**src/hdl/pida_pkg.sv**
```systemverilog
// shared constants and types of the process id allocator
package pida_pkg;

  localparam int PID_W     = 10;
  localparam int PID_SPACE = 1 << PID_W;
  localparam int MAX_PROCS = 32;
  localparam int OWNER_W   = 16;

  localparam int WORD_BITS = 32;
  localparam int BIT_W     = $clog2(WORD_BITS);
  localparam int NUM_WORDS = PID_SPACE / WORD_BITS;
  localparam int WIDX_W    = $clog2(NUM_WORDS);
  localparam int CNT_W     = $clog2(NUM_WORDS + 1);
  localparam int LIVE_W    = $clog2(MAX_PROCS + 1);

  localparam logic [1:0] CMD_ALLOC   = 2'd0;
  localparam logic [1:0] CMD_RELEASE = 2'd1;
  localparam logic [1:0] CMD_LOOKUP  = 2'd2;

  localparam logic [1:0] ST_OK     = 2'd0;
  localparam logic [1:0] ST_FULL   = 2'd1;
  localparam logic [1:0] ST_UNUSED = 2'd2;

  typedef enum logic [2:0] {
    S_IDLE,
    S_DECODE,
    S_SCAN,
    S_CHECK,
    S_FINISH
  } state_t;

  typedef struct packed {
    logic capture;
    logic start;
    logic scan;
    logic check;
    logic load_out;
  } ctl_t;

  typedef struct packed {
    logic [1:0] cmd;
    logic       full;
    logic       hit;
    logic       scan_last;
    logic       out_free;
  } sts_t;

endpackage

```
**src/hdl/pida_ctrl.sv**
```systemverilog
// controller state machine of the process id allocator
module pida_ctrl (
  input  logic            clk,
  input  logic            rst,
  input  logic            in_valid,
  output logic            in_ready,
  input  pida_pkg::sts_t  sts,
  output pida_pkg::ctl_t  ctl
);
  import pida_pkg::*;

  state_t state, state_next;

  always_ff @(posedge clk) begin
    if (rst) begin
      state <= S_IDLE;
    end else begin
      state <= state_next;
    end
  end

  always_comb begin
    state_next = state;
    case (state)
      S_IDLE: begin
        if (in_valid) state_next = S_DECODE;
      end
      S_DECODE: begin
        if (sts.cmd == CMD_ALLOC && !sts.full) begin
          state_next = S_SCAN;
        end else if (sts.cmd == CMD_RELEASE || sts.cmd == CMD_LOOKUP) begin
          state_next = S_CHECK;
        end else begin
          state_next = S_FINISH;
        end
      end
      S_SCAN: begin
        if (sts.hit || sts.scan_last) state_next = S_FINISH;
      end
      S_CHECK: begin
        state_next = S_FINISH;
      end
      S_FINISH: begin
        if (sts.out_free) state_next = S_IDLE;
      end
      default: begin
        state_next = S_IDLE;
      end
    endcase
  end

  always_comb begin
    ctl      = '0;
    in_ready = 1'b0;
    case (state)
      S_IDLE: begin
        in_ready    = 1'b1;
        ctl.capture = in_valid;
      end
      S_DECODE: ctl.start    = 1'b1;
      S_SCAN:   ctl.scan     = 1'b1;
      S_CHECK:  ctl.check    = 1'b1;
      S_FINISH: ctl.load_out = sts.out_free;
      default: begin
        ctl      = '0;
        in_ready = 1'b0;
      end
    endcase
  end

endmodule

```
**config.mk**
```make
export PLATFORM = sky130hd
export DESIGN_NAME = pida_ctrl
export DESIGN_NICKNAME = d
export VERILOG_FILES = /design/src/hdl/pida_pkg.sv /design/src/hdl/pida_ctrl.sv
export SDC_FILE = /design/constraint.sdc
export NUM_CORES = 1
export LEC_CHECK = 0
export BUFFER_PORTS_ARGS = -buffer_cell sky130_fd_sc_hd__buf_2
export CORE_AREA = 4 4 41 43
export CTS_BUF_LIST = sky130_fd_sc_hd__clkbuf_4 sky130_fd_sc_hd__clkbuf_8 sky130_fd_sc_hd__clkbuf_16
export CTS_CLUSTER_SIZE = 16
export DETAILED_ROUTE_END_ITERATION = 10
export DIE_AREA = 0 0 45 47
export PLACE_DENSITY = 0.51
export SLEW_MARGIN = 20
export SYNTH_ARGS = -nofsm -noshare
export SYNTH_HDL_FRONTEND = slang
export SYNTH_SLANG_ARGS = --single-unit
```
**constraint.sdc**
```tcl
create_clock -name clk -period 1.65 [get_ports clk]
set_clock_uncertainty 0.15 [all_clocks]
set_input_delay 0.0825 -clock clk [delete_from_list [all_inputs] [get_ports clk]]
set_output_delay 0.0825 -clock clk [all_outputs]
set_load 0.05 [all_outputs]
```
# After elaboration in Yosys (flattened, before gate mapping)
# Cells that the tools add are included.
[word_totals]
inputBits = 9
output_inout_bits = 6
ff_bits = 3
romBits = 0
n_memories = 0
latch_bits = 0
ram_bits = 0
wordCells = 29
[classes]
mux = 12
n_reduce_logical = 7
n_div = 0
add_sub_neg = 0
n_eq_ne = 9
n_lt_le_gt_ge = 0
n_mul = 0
shifts = 0
bitwise_logic = 0
[ops]
columns = ["cell", "n"]
rows = [
  ["3-bit 2-to-1 mux", 5],
  ["3-bit one-hot mux with 5 select lines", 1],
  ["3-bit by 2-bit == test with 1-bit output (second input constant)", 2],
  ["1-bit 2-to-1 mux", 6],
  ["2-bit inequality test (second input constant)", 3],
  ["3-bit by 1-bit == test with 1-bit output (second input constant)", 1],
  ["3-bit == test (second input constant)", 1],
  ["3-bit zero test", 1],
  ["3-bit AND reduction", 1],
  ["2-bit by 1-bit == test with 1-bit output (second input constant)", 1],
  ["2-bit == test (second input constant)", 1],
  ["2-bit zero test", 1],
  ["1-bit logical OR", 2],
  ["1-bit logical AND", 1],
  ["1-bit zero test", 1],
]

# Logic depth before layout (Yosys ltp)
[logic_depth]
depth_word = 5
depth_mapped = 5
ltp_nobuf = 5

# Least setup slack after synthesis
# Ideal clock, no wire load.
[synth_timing]
path_kind = "register -> output"
from = "reg state[2]"
to = "out ctl[4] (netlist name)"
setup_slack_ns = -0.739
path_stages_with_launch = 4
n_path_buf = 1
t_arrival_ns = 2.157
path_cell_list = "dfxtp_1 > buf_6 > nor3_1 > and2_1"
[synth_rtl]
columns = ["element", "line_no", "rtl"]
rows = [
  ["from (decl)", "pida_ctrl.sv:12", "state_t state, state_next;"],
  ["from (signal assigned)", "pida_ctrl.sv:18", "state <= state_next;"],
  ["to (decl)", "pida_ctrl.sv:8", "output pida_pkg::ctl_t ctl"],
]

==> results.json <==
{
  "track_usage_pct": 8.06,
  "hp-start": "in_valid",
  "pin_count": 15,
  "outcome": "finished clean",
  "drt_iter0_drc": 4,
  "post-place-ws_ns": 0.178,
  "final_cells": 65,
  "dieArea_sq_um": 2120,
  "endpoint_kind": "primary output",
  "crit_type": "flip-flop to primary output",
  "synthCells": 28,
  "final_util_pct": 31.8,
  "r2r-start": "state[2]$_SDFFE_PP0P_",
  "wl_per_cell_microns": 9.95,
  "root_buffer": "clkbuf_4",
  "place_congestion": 0.739,
  "antenna_cells": 0,
  "hp-class": "input pin to flip-flop",
  "final_area_sq_um": 414,
  "period_needed_ns": 1.55,
  "finalMaxSlewViolations": 0,
  "cts.path.max_buffers": 2,
  "cts_sinks": 3,
  "start_util_pct": 17.8,
  "dp.cells": 58,
  "dpl.hpwl_microns": 488,
  "hold_depth": 4,
  "clock_latency_ns": 0.23,
  "routed_wl_microns": 647,
  "drive_gt1_share_pct": 52.0,
  "holdWs_ns": 0.0702,
  "tightest_slew_ns": 0.233,
  "arrival_ns": 1.32,
  "synth.distinct_cells": 18,
  "cp_data_required_time_ns": 1.42,
  "maxCapViolCount": 0,
  "worstPathMaxFanout": 6,
  "top_register": "state",
  "vias": 271,
  "p_leak_nw": 0.207,
  "rr_worst_depth": 2,
  "critPathLaunch": "state[0]$_SDFFE_PP0P_",
  "yosysTopAreaCellShare_pct": 25.9,
  "cts_tree": "built",
  "firstDrtPassIters": 4,
  "syn_nets": 38,
  "syn_area_sq_um": 231,
  "placed_area_sq_um": 345,
  "clk_pin_slew_ns": 0.04,
  "synth_top_area_cell": "dfxtp_1",
  "cp-start-kind": "flip-flop",
  "syn_area_per_cell_sq_um": 8.27,
  "largest_reg_flops": 3,
  "hold_viol_final": 0,
  "layout_setup_ws_ns": 0.0957,
  "drtAntennaViolNets": 0,
  "synthTopCellsByArea": "dfxtp_1, nor3_1, a221oi_2",
  "grt_overflow": 0,
  "htreeDepth": 1,
  "peakVddDrop_mv": 0.327,
  "fp.dieH_microns": 47,
  "fmax_mhz": 643,
  "die_w_microns": 45,
  "std_cell_rows": 13,
  "io_buffers": 14,
  "setup_viol": 0,
  "largestRegisters": "state (3)",
  "synth_seq_area_share_pct": 25.9,
  "power_density_nw_per_um2": 1020,
  "core_sq_um": 1300,
  "grt_pass1_wl_microns": 1190,
  "drc": 0,
  "grt_antenna_before_repair": 0,
  "grt_pass1_vias": 298,
  "grt_max_degree": 9,
  "ys_warn_count": 0,
  "numCtsBuffers": 3,
  "slew_headroom_pct": 84.2,
  "min_period_over_period_pct": 94.2,
  "area_growth_pct": 78.9,
  "viasPerCell": 4.17,
  "synth-seq-cells": 3,
  "final_nets": 61,
  "cts_setup_buffers": 0
}
==> area by class of cell <==
cell class                 count  area (sq um)
sequential                     3          61.3
multi-input combinational     20           166
inverter                       4          15.0
timing repair buffer          19           123
clock buffer                   4          30.0
tap                           15          18.8
fill                         144           887
==> stage by stage <==
stage / TNS, ns / power, mW
global placement: 0 / 0.267
finish: 0 / 0.424
floorplan: -0.264 / 0.225
global route: -0.0197 / 0.459
detailed placement: 0 / 0.267
CTS: 0 / 0.427
==> cells in the final DEF (no fill, tap or decap) <==
cell type / netlist / routed
and3b_1: 1 / 1
or4b_4: 1 / 1
mux2i_1: 1 / 1
nor2b_1: 1 / 1
nor3_1: 3 / 2
buf_2: 0 / 11
buf_4: 0 / 3
and2_1: 1 / 1
ha_1: 1 / 1
nor2_1: 1 / 1
o21ai_0: 2 / 2
dfxtp_1: 3 / 2
inv_1: 4 / 4
nor3_4: 0 / 1
a21o_1: 1 / 1
nor3b_2: 0 / 2
a221oi_2: 1 / 1
nor4b_1: 1 / 1
nand2_1: 2 / 2
dlygate4sd3_1: 0 / 3
a21oi_1: 1 / 1
dfxtp_2: 0 / 1
clkbuf_4: 0 / 6
==> worst max-delay path, cell delays in order, from the launching register on <==
cell and delay [ns]:
dfxtp_1 0.35, buf_4 0.17, nor3_4 0.17, and2_1 0.16, clkbuf_4 0.23
==> report_power, final <==
group	switching [mW]	internal, mW
clock network	0.0393	0.107
logic	0.109	0.0701
registers	0.0161	0.0820
total	0.164	0.259
==> per-layer routing <==
layer,vias to the layer above,GRT usage (%),share of wire (%)
met5,-,0,0
li1,141,-,-
met4,0,5.26,0
met2,7,12.1,50
met1,123,9.32,46
met3,0,3.45,3.6
==> synth_stat cells <==
cell / count
nor2b_1: 1
inv_1: 4
mux2i_1: 1
or4b_4: 1
nor3_1: 3
and3b_1: 1
nor4b_1: 1
and2_1: 1
a21oi_1: 1
nor3b_1: 2
a21o_1: 1
dfxtp_1: 3
nor2_1: 1
ha_1: 1
a221oi_2: 1
nand2_1: 2
o21ai_0: 2
buf_6: 1
==> timing repair <==
action                                 in CTS  in global routing
setup endpoints to repair                   0                  3
hold buffers                                3                  0
resized for setup                           0                  5
endpoints found under the hold margin       2                  0
==> cell families (layout without fill, tap and decap cells) <==
logic type               count (synthesis)  after routing  share of synthesized area (%)
flip-flops                               3              3                           25.9
AND/OR/NAND/NOR                         13             13                           36.8
multiplexers                             1              1                           4.32
AO/OA/AOI/OAI                            5              5                           16.2
buffers and inverters                    5             27                           11.3
adder cells (fa/ha/maj)                  1              1                           5.40
==> worst paths after layout <==
check                               end  slack [ns]
setup reg to reg  state[2]$_SDFFE_PP0P_        0.29
hold / removal    state[2]$_SDFFE_PP0P_        0.07
hold reg to reg   state[0]$_SDFFE_PP0P_        0.39
setup / recovery                 ctl[4]         0.1
Power figures use the tool's default switching activity.
